[src/sv/pahs_pkg.sv]
`default_nettype none
// ----------------------------------------------------------------------------
// Pressure altitude smoother package
// Widths, register indexes, reset values, state type and helper functions
// shared by the smoother unit and its checker.
// ----------------------------------------------------------------------------
package pahs_pkg;

   // Field widths.
   localparam int SAMPLE_W = 24;           // raw pressure sample
   localparam int SCALE_W  = 24;           // altitude scale, unsigned Q8.16
   localparam int GAIN_W   = 17;           // gains, unsigned Q1.16
   localparam int Q_W      = 32;           // Q16.16 level and trend

   // Serial multiplier geometry.
   localparam int MCAND_W  = 34;           // signed multiplicand
   localparam int ACC_HI_W = MCAND_W + 1;  // upper accumulator half
   localparam int ACC_LO_W = SCALE_W;      // product bits shifted out
   localparam int PROD_W   = ACC_HI_W + ACC_LO_W;
   localparam int SUM_W    = 37;           // rounded product plus offset
   localparam int CNT_W    = 5;

   localparam logic [CNT_W-1:0] CNT_SCALE = CNT_W'(SCALE_W - 1);
   localparam logic [CNT_W-1:0] CNT_GAIN  = CNT_W'(GAIN_W - 1);

   // Configuration port.
   localparam int CSR_IDX_W  = 8;
   localparam int CSR_DATA_W = 24;

   localparam logic [CSR_IDX_W-1:0] CSR_GROUND_PRESSURE = 8'd0;
   localparam logic [CSR_IDX_W-1:0] CSR_ALTITUDE_SCALE  = 8'd1;
   localparam logic [CSR_IDX_W-1:0] CSR_LEVEL_GAIN      = 8'd2;
   localparam logic [CSR_IDX_W-1:0] CSR_TREND_GAIN      = 8'd3;

   localparam logic [SAMPLE_W-1:0] RST_GROUND_PRESSURE = 24'd0;
   localparam logic [SCALE_W-1:0]  RST_ALTITUDE_SCALE  = 24'd87256;
   localparam logic [GAIN_W-1:0]   RST_LEVEL_GAIN      = 17'd1966;
   localparam logic [GAIN_W-1:0]   RST_TREND_GAIN      = 17'd655;

   localparam logic [GAIN_W-1:0]   GAIN_ONE = 17'd65536;

   localparam logic signed [Q_W-1:0] Q_MAX = 32'sh7FFF_FFFF;
   localparam logic signed [Q_W-1:0] Q_MIN = 32'sh8000_0000;

   typedef enum logic [2:0] {
      ST_IDLE,
      ST_MUL_ALT,
      ST_FIN_ALT,
      ST_MUL_LVL,
      ST_FIN_LVL,
      ST_LOAD_TRD,
      ST_MUL_TRD,
      ST_FIN_TRD
   } state_type;

   // Gains above one are treated as exactly one.
   function automatic logic [GAIN_W-1:0] gain_clamp(input logic [GAIN_W-1:0] g);
      logic [GAIN_W-1:0] r;
      r = g[GAIN_W-1] ? GAIN_ONE : g;
      return r;
   endfunction

   // Saturate a wide signed value to signed 32 bits.
   function automatic logic signed [Q_W-1:0] sat_q(input logic signed [PROD_W-1:0] x);
      logic [PROD_W-Q_W:0]  top;
      logic signed [Q_W-1:0] r;
      top = x[PROD_W-1:Q_W-1];
      if ((&top) || !(|top)) begin
         r = x[Q_W-1:0];
      end else if (x[PROD_W-1]) begin
         r = Q_MIN;
      end else begin
         r = Q_MAX;
      end
      return r;
   endfunction

endpackage
`default_nettype wire

[src/sv/pressure_altitude_holt_smoother_unit.sv]
`default_nettype none
// ----------------------------------------------------------------------------
// Pressure altitude Holt smoother unit
// Converts raw pressure samples to Q16.16 altitude and smooths them with
// Holt double exponential smoothing, one sample per transaction.
// ----------------------------------------------------------------------------
// Usage:
//   The req_ channel carries one raw pressure sample per transaction. The
//   rsp_ channel returns one transaction per sample holding the new smoothed
//   altitude and the new trend, both saturated Q16.16. The csr_ channel
//   writes ground pressure, altitude scale and the two gains; it is always
//   ready and is meant to be written while no sample is in flight.
// Sequencing:
//   All three products go through one shift-and-add multiplier that retires
//   one multiplier bit per cycle: one pass over the altitude scale and one
//   over each gain, with the finishing steps FIN_ALT, FIN_LVL, LOAD_TRD
//   and FIN_TRD. req_tready is high only while the unit is idle, so a new
//   sample is taken only once the previous one has left its final step.
// Stalls:
//   The result sits in an output register, so the next sample is accepted
//   while the previous result still waits. If the next result is ready
//   before the old one is taken, the unit holds it in its final step.
// Reset:
//   Synchronous reset clears the level and trend estimates, drops
//   rsp_tvalid and restores the default register values.
// ----------------------------------------------------------------------------
module pressure_altitude_holt_smoother_unit
   import pahs_pkg::*;
(
   input  wire                    clock,
   input  wire                    reset,

   input  wire                    req_tvalid,
   output logic                   req_tready,
   input  wire  [SAMPLE_W-1:0]    req_tdata,    // [23:0] pressure_sample

   output logic                   rsp_tvalid,
   input  wire                    rsp_tready,
   output logic [2*Q_W-1:0]       rsp_tdata,    // [31:0] smoothed_altitude,
                                                // [63:32] altitude_trend

   input  wire                    csr_valid,
   output logic                   csr_ready,
   input  wire  [CSR_IDX_W-1:0]   csr_index,
   input  wire  [CSR_DATA_W-1:0]  csr_data
);

   state_type state_ff, state_in;

   // Configuration registers.
   logic [SAMPLE_W-1:0] ground_ff, ground_in;
   logic [SCALE_W-1:0]  scale_ff,  scale_in;
   logic [GAIN_W-1:0]   lgain_ff,  lgain_in;
   logic [GAIN_W-1:0]   tgain_ff,  tgain_in;

   // Smoother state.
   logic signed [Q_W-1:0] level_ff, level_in;
   logic signed [Q_W-1:0] trend_ff, trend_in;
   logic signed [Q_W:0]   sum_ff,   sum_in;      // level + trend
   logic signed [Q_W-1:0] lvl_new_ff, lvl_new_in;

   // Serial multiplier: the multiplier operand shifts out LSB first while
   // low product bits shift into the lower accumulator half.
   logic signed [MCAND_W-1:0]  mcand_ff,  mcand_in;
   logic [SCALE_W-1:0]         mplier_ff, mplier_in;
   logic [CNT_W-1:0]           cnt_ff,    cnt_in;
   logic signed [ACC_HI_W-1:0] phi_ff,    phi_in;
   logic [ACC_LO_W-1:0]        plo_ff,    plo_in;

   // Output register.
   logic               rsp_valid_ff, rsp_valid_in;
   logic [2*Q_W-1:0]   rsp_data_ff,  rsp_data_in;

   logic                       mul_done;
   logic                       out_free;
   logic signed [ACC_HI_W-1:0] step_sum;
   logic signed [SAMPLE_W:0]   press_diff;
   logic signed [Q_W-1:0]      alt_sat;
   logic signed [ACC_HI_W:0]   rnd_q;
   logic signed [SUM_W-1:0]    lvl_sum;
   logic signed [SUM_W-1:0]    trd_sum;
   logic signed [Q_W-1:0]      lvl_sat;
   logic signed [Q_W-1:0]      trd_sat;

   assign req_tready = (state_ff == ST_IDLE);
   assign csr_ready  = 1'b1;
   assign rsp_tvalid = rsp_valid_ff;
   assign rsp_tdata  = rsp_data_ff;

   assign mul_done = (cnt_ff == '0);
   assign out_free = !rsp_valid_ff || rsp_tready;

   // One multiplier bit per cycle: add the multiplicand when the bit is set.
   assign step_sum = phi_ff + (mplier_ff[0] ? {mcand_ff[MCAND_W-1], mcand_ff}
                                            : {ACC_HI_W{1'b0}});

   assign press_diff = $signed({1'b0, ground_ff}) - $signed({1'b0, req_tdata});

   // The altitude uses the full product without rounding.
   assign alt_sat = sat_q($signed({phi_ff, plo_ff}));

   // After a gain pass the product's bit 16 sits at the top of the lower
   // half and bit 15 just below it. Rounding half up is the product shifted
   // down by 16 plus bit 15.
   assign rnd_q = $signed({phi_ff, plo_ff[ACC_LO_W-1]})
                + $signed({{ACC_HI_W{1'b0}}, plo_ff[ACC_LO_W-2]});

   // The Q1.16 blend is rewritten as offset*1.0 + gain*(target - offset),
   // so each estimate needs a single product.
   assign lvl_sum = {rnd_q[ACC_HI_W], rnd_q}
                  + {{(SUM_W-Q_W-1){sum_ff[Q_W]}}, sum_ff};
   assign trd_sum = {rnd_q[ACC_HI_W], rnd_q}
                  + {{(SUM_W-Q_W){trend_ff[Q_W-1]}}, trend_ff};

   assign lvl_sat = sat_q({{(PROD_W-SUM_W){lvl_sum[SUM_W-1]}}, lvl_sum});
   assign trd_sat = sat_q({{(PROD_W-SUM_W){trd_sum[SUM_W-1]}}, trd_sum});

   // Next state.
   always_comb begin
      state_in = state_ff;
      unique case (state_ff)
         ST_IDLE:     if (req_tvalid) state_in = ST_MUL_ALT;
         ST_MUL_ALT:  if (mul_done)   state_in = ST_FIN_ALT;
         ST_FIN_ALT:  state_in = ST_MUL_LVL;
         ST_MUL_LVL:  if (mul_done)   state_in = ST_FIN_LVL;
         ST_FIN_LVL:  state_in = ST_LOAD_TRD;
         ST_LOAD_TRD: state_in = ST_MUL_TRD;
         ST_MUL_TRD:  if (mul_done)   state_in = ST_FIN_TRD;
         ST_FIN_TRD:  if (out_free)   state_in = ST_IDLE;
         default:     state_in = ST_IDLE;
      endcase
   end

   // Datapath and output updates.
   always_comb begin
      ground_in    = ground_ff;
      scale_in     = scale_ff;
      lgain_in     = lgain_ff;
      tgain_in     = tgain_ff;
      level_in     = level_ff;
      trend_in     = trend_ff;
      sum_in       = sum_ff;
      lvl_new_in   = lvl_new_ff;
      mcand_in     = mcand_ff;
      mplier_in    = mplier_ff;
      cnt_in       = cnt_ff;
      phi_in       = phi_ff;
      plo_in       = plo_ff;
      rsp_data_in  = rsp_data_ff;
      rsp_valid_in = rsp_valid_ff && !rsp_tready;

      if (csr_valid) begin
         unique case (csr_index)
            CSR_GROUND_PRESSURE: ground_in = csr_data[SAMPLE_W-1:0];
            CSR_ALTITUDE_SCALE:  scale_in  = csr_data[SCALE_W-1:0];
            CSR_LEVEL_GAIN:      lgain_in  = csr_data[GAIN_W-1:0];
            CSR_TREND_GAIN:      tgain_in  = csr_data[GAIN_W-1:0];
            default:             ;
         endcase
      end

      unique case (state_ff)
         ST_IDLE: begin
            if (req_tvalid) begin
               mcand_in  = {{(MCAND_W-SAMPLE_W-1){press_diff[SAMPLE_W]}}, press_diff};
               mplier_in = scale_ff;
               cnt_in    = CNT_SCALE;
               phi_in    = '0;
               plo_in    = '0;
               sum_in    = {level_ff[Q_W-1], level_ff} + {trend_ff[Q_W-1], trend_ff};
            end
         end
         ST_MUL_ALT, ST_MUL_LVL, ST_MUL_TRD: begin
            phi_in    = {step_sum[ACC_HI_W-1], step_sum[ACC_HI_W-1:1]};
            plo_in    = {step_sum[0], plo_ff[ACC_LO_W-1:1]};
            mplier_in = mplier_ff >> 1;
            cnt_in    = cnt_ff - 1'b1;
         end
         ST_FIN_ALT: begin
            mcand_in  = {{(MCAND_W-Q_W){alt_sat[Q_W-1]}}, alt_sat}
                      - {{(MCAND_W-Q_W-1){sum_ff[Q_W]}}, sum_ff};
            mplier_in = {{(SCALE_W-GAIN_W){1'b0}}, gain_clamp(lgain_ff)};
            cnt_in    = CNT_GAIN;
            phi_in    = '0;
            plo_in    = '0;
         end
         ST_FIN_LVL: begin
            lvl_new_in = lvl_sat;
         end
         ST_LOAD_TRD: begin
            // New level minus old level minus old trend.
            mcand_in  = {{(MCAND_W-Q_W){lvl_new_ff[Q_W-1]}}, lvl_new_ff}
                      - {{(MCAND_W-Q_W-1){sum_ff[Q_W]}}, sum_ff};
            mplier_in = {{(SCALE_W-GAIN_W){1'b0}}, gain_clamp(tgain_ff)};
            cnt_in    = CNT_GAIN;
            phi_in    = '0;
            plo_in    = '0;
         end
         ST_FIN_TRD: begin
            if (out_free) begin
               level_in     = lvl_new_ff;
               trend_in     = trd_sat;
               rsp_data_in  = {trd_sat, lvl_new_ff};
               rsp_valid_in = 1'b1;
            end
         end
         default: ;
      endcase
   end

   always_ff @(posedge clock) begin
      if (reset) begin
         state_ff     <= ST_IDLE;
         rsp_valid_ff <= 1'b0;
         ground_ff    <= RST_GROUND_PRESSURE;
         scale_ff     <= RST_ALTITUDE_SCALE;
         lgain_ff     <= RST_LEVEL_GAIN;
         tgain_ff     <= RST_TREND_GAIN;
         level_ff     <= '0;
         trend_ff     <= '0;
      end else begin
         state_ff     <= state_in;
         rsp_valid_ff <= rsp_valid_in;
         ground_ff    <= ground_in;
         scale_ff     <= scale_in;
         lgain_ff     <= lgain_in;
         tgain_ff     <= tgain_in;
         level_ff     <= level_in;
         trend_ff     <= trend_in;
      end
   end

   always_ff @(posedge clock) begin
      sum_ff      <= sum_in;
      lvl_new_ff  <= lvl_new_in;
      mcand_ff    <= mcand_in;
      mplier_ff   <= mplier_in;
      cnt_ff      <= cnt_in;
      phi_ff      <= phi_in;
      plo_ff      <= plo_in;
      rsp_data_ff <= rsp_data_in;
   end

endmodule
`default_nettype wire

[config.mk]
export PLATFORM = sky130hd
export DESIGN_NAME = pressure_altitude_holt_smoother_unit
export DESIGN_NICKNAME = d
export VERILOG_FILES = /design/src/sv/pahs_pkg.sv /design/src/sv/pressure_altitude_holt_smoother_unit.sv
export SDC_FILE = /design/constraint.sdc
export NUM_CORES = 1
export LEC_CHECK = 0
export ABC_CLOCK_PERIOD_IN_PS = 5000
export BUFFER_PORTS_ARGS = -buffer_cell sky130_fd_sc_hd__buf_2
export CORE_MARGIN = 2
export CORE_UTILIZATION = 45
export CTS_BUF_LIST = sky130_fd_sc_hd__clkbuf_8 sky130_fd_sc_hd__clkbuf_16
export DETAILED_ROUTE_END_ITERATION = 12
export GPL_ROUTABILITY_DRIVEN = 1
export GPL_TIMING_DRIVEN = 0
export HOLD_SLACK_MARGIN = 0.12
export SETUP_SLACK_MARGIN = 0.05
export SLEW_MARGIN = 5
export SYNTH_ARGS = -nofsm -noshare
export SYNTH_HDL_FRONTEND = slang
export SYNTH_SLANG_ARGS = --single-unit
export TNS_END_PERCENT = 1
[constraint.sdc]
create_clock -name clock -period 5 [get_ports clock]
set_clock_uncertainty 0.05 [all_clocks]
set_input_delay 0.75 -clock clock [delete_from_list [all_inputs] [get_ports clock]]
set_output_delay 0.75 -clock clock [all_outputs]
set_load 0.005 [all_outputs]
==> flow_summary_export.csv <==
group,metric,value,unit
synthesis,synth_top_area_share,28.80,%
final_layout,final_util,54.06,%
power_and_ir_drop,comb_power_share,24.7,%
final_layout,syn2layout_area_growth,19.20,%
power_and_ir_drop,power_frac_clock,35.7,%
timing,setup_viol,0,
critical_path,regToRegSetupSlack,0.09,ns
grt,grt_pass1_vias,22499,
placement,hpwl,67200,um
final_layout,final.fill_count,5381,
final_layout,diodes,0,
power_and_ir_drop,p_leak,12.89,nW
timing,worst_hold_slack,0.3574,ns
detailed_routing,drt_iter0_markers,1693,
timing,max_slew_margin,24.90,%
timing,fin_crit,4.907,ns
critical_path,cpPeakStageDelay,0.49,ns
die,start_util,45.35,%
detailed_routing,drt_pass1_iterations,5,
power_and_ir_drop,switching_share,31.40,%
critical_path,start_kind,"register",
power_and_ir_drop,sequentialPowerShare,39.6,%
timing,hold_viol,0,
synthesis,synth.area.top_cells,"edfxtp_1 (29%), dfxtp_1 (12%), ha_1 (9.6%), a21oi_1 (7.2%), nand2_1 (6.2%)",
synthesis,avgSynthCellArea,8.764,um2
grt,grt_overflow,0,
grt,grt_first_pass_wirelength,130300,um
synthesis,synth_edf_count,250,
power_and_ir_drop,p_sw,3.003,mW
clocking,clk_latency,0.60,ns
synthesis,ys_seq_area_share,40.32,%
critical_path,r2r_start,"phi_ff[13]$_SDFFCE_PP0P_",
critical_path,crit_buf_inv,2,
die,dieArea,59860,um2
synthesis,async_reset_ff_share,0,%
synthesis,ys_ff_latch,400,
clocking,cts.sinks,400,
clocking,clockBufferDepth,3,
clocking,clk_pin_slew_worst_paths,0.06,ns
detailed_routing,finalWirelength,86770,um
power_and_ir_drop,power_density,307.8,nW/um2
detailed_routing,num_vias,23153,
detailed_routing,wl_per_cell,21.53,um
grt,grt.total_usage,28.50,%
clocking,cts_tree,"done",
die,core-area,57480,um2
run,max_cap_viol_count,0,
die,die_width,244.7,um
clocking,cts_max_level,2,
synthesis,synth_fp_nets,3242,
detailed_routing,postRouteAntennaNets,0,
timing,fmax,0.2038,GHz
detailed_routing,drc,0,
placement,dp_slack,-1.764,ns
critical_path,crit_chain,"buf_6 -> nor4_4 -> nand4_1 -> o22ai_4 -> clkbuf_8 -> a21oi_2 -> nand2_1 -> o21ai_2 -> ha_2 -> fa_2 -> nand2b_4 -> a21boi_2 -> o21ai_2 -> a21oi_2 -> o21ai_1 -> a211o_1 -> a31oi_2 -> mux2i_1 -> a2111oi_2 -> a21oi_1",
critical_path,cp.arrival,5.17,ns
placement,numPortBuffers,124,
grt,antenna_found_initial,1,
worst_hold_path,hold_start,"csr_data[22]",
timing,worst_slack,0.09345,ns
final_layout,drive_gt1_share,14.89,%
die,rows,88,
worst_hold_path,hold_class,"input port to register",
critical_path,crit_path_end_kind,"register",
synthesis,yosys_warnings,0,
timing,worst_pin_slew,1.127,ns
timing,rsz0062_at_grt,"yes",
grt,grt_max_degree,62,
critical_path,slowest_stage,"edfxtp_1",
timing,fin_crit_sh,98.13,%
timing,maxSlewViolCount,0,
power_and_ir_drop,internal_power,6.561,mW
final_layout,layout.nets,3495,
clocking,cts_made_buffers,48,
synthesis,yosys.area.top_type,"edfxtp_1",
synthesis,ys.flop_type,"edfxtp_1",
placement,place_congestion,0.9966,
synthesis,yosysMostFrequentCell,"nand2_1",
critical_path,cp_top_family,"compound AO/OA/AOI/OAI gates",
status,status,"completed",
critical_path,worst_ep_required_time,5.26,ns
synthesis,syn-cell-area,26060,um2
die,chipHeight,244.7,um
power_and_ir_drop,irDropWorstVdd,0.2565,mV
clocking,cts-root-buf,"clkbuf_16",
critical_path,crit_fanout,4,
detailed_routing,viasPerCell,5.745,
synthesis,synth_common_cells,"nand2_1 (431), a21oi_1 (377), edfxtp_1 (250), ha_1 (201), nor2_1 (198)",
critical_path,crit_start,"phi_ff[13]$_SDFFCE_PP0P_",
critical_path,crit_type,"register to register",
synthesis,synth.distinct_cells,86,
synthesis,netlist_instances,2974,
die,ioPinCount,128,
-- state kept, by name, indices dropped and copies added, names as in the netlist --
register	flops
rsp_tdata	64
cnt_ff	5
lvl_new_ff	32
level_ff	32
rsp_tvalid	1
sum_ff	33
phi_ff	34
ground_ff	24
tgain_ff	17
plo_ff	24
trend_ff	32
mplier_ff	24
state_ff	3
lgain_ff	17
mcand_ff	34
scale_ff	24
-- final timing paths --
| path | cells after the start | end |
|---|---|---|
| min reg2reg | 2 | scale_ff[13]$_SDFFE_PP0P_ |
| min | 3 | ground_ff[22]$_SDFFE_PP0P_ |
| max | 20 | mcand_ff[18]$_DFFE_PP_ |
| max reg2reg | 20 | mcand_ff[18]$_DFFE_PP_ |
-- worst min-delay path, cell delays in order --
cell and delay, ns:
buf_2 0.11, nand2_1 0.05, a21oi_1 0.05
-- power by group through the flow --
| stage | clock network [mW] | logic (mW) | registers (mW) |
|---|---|---|---|
| after floorplan | 0 | 1.44 | 3.80 |
| after global placement | 0 | 1.94 | 3.87 |
| after detailed placement | 0 | 1.98 | 3.86 |
| after CTS | 3.47 | 2.19 | 3.78 |
| after global routing | 3.59 | 2.57 | 3.80 |
| final | 3.41 | 2.36 | 3.79 |
-- placed cells by master (no fill, tap or decap), types with 45 or more instances in the layout --
cell,synthesis,final
nand2_1,431,425
a21oi_1,377,360
nand3_1,77,73
clkbuf_1,98,80
o21ai_0,179,158
xnor2_1,112,88
nor2_1,198,185
dfxtp_1,150,150
nor3_1,48,45
buf_2,17,132
a21o_1,88,88
inv_1,128,134
ha_1,201,186
edfxtp_1,250,250
buf_4,1,71
xor2_1,68,64
clkbuf_16,0,48
and2_1,74,71
-- cells by family (layout without fill, tap and decap cells) --
kind of cell,Yosys count,count (layout),synth area share [%]
flip-flops,400,400,40.32
multiplexers,12,12,0.4704
AO/OA/AOI/OAI,901,901,21.19
other,1,1,0.01439
buffers and inverters,252,543,3.735
AND/OR/NAND/NOR,1021,1021,18.11
adder cells (fa/ha/maj),207,207,10.11
XOR/XNOR,180,180,6.048
-- routing by layer --
metal | routed length (um) | track usage [%] | share of wire (%) | vias up
met3 | 4032 | 2.755 | 4.6 | 140
li1 | - | - | - | 11240
met4 | 3476 | 11.51 | 4.0 | 0
met5 | 0 | 0 | 0 | -
met1 | 37610 | 36.56 | 43 | 11065
met2 | 41660 | 49.28 | 48 | 708
-- per-stage QoR --
stage | cells | TNS [ns] | power (mW) | cell area [um2]
2_1_floorplan | 2974 | 0 | 5.241 | 26070
3_3_place_gp | 3863 | -326.82 | 5.811 | 27640
3_5_place_dp | 3872 | -161.89 | 5.837 | 27820
4_1_cts | 4010 | 0 | 9.438 | 30350
5_1_grt | 4030 | -0.4056 | 9.953 | 31070
6_report | 4030 | 0 | 9.564 | 31070
-- cell type report --
| type | instances | area (um2) | share of cell area, % |
|---|---|---|---|
| clock inverter | 38 | 285.3 | 0.9182 |
| sequential | 400 | 10510 | 33.83 |
| multi-input combinational | 2322 | 15640 | 50.34 |
| inverter | 130 | 493.0 | 1.587 |
| buffer | 117 | 580.6 | 1.869 |
| tap | 765 | 957.2 | 3.081 |
| timing repair buffer | 208 | 1375 | 4.426 |
| clock buffer | 50 | 1229 | 3.955 |
-- repair_timing --
action | 4_1_cts | 5_1_grt
gates resized for setup | 133 | 136
hold buffers | 0 | 0
pin swaps | 37 | 58
setup buffers | 52 | 22
gates cloned | 0 | 1
endpoints found under the setup margin | 123 | 111
Note: power is estimated with default switching activity, not from simulation.
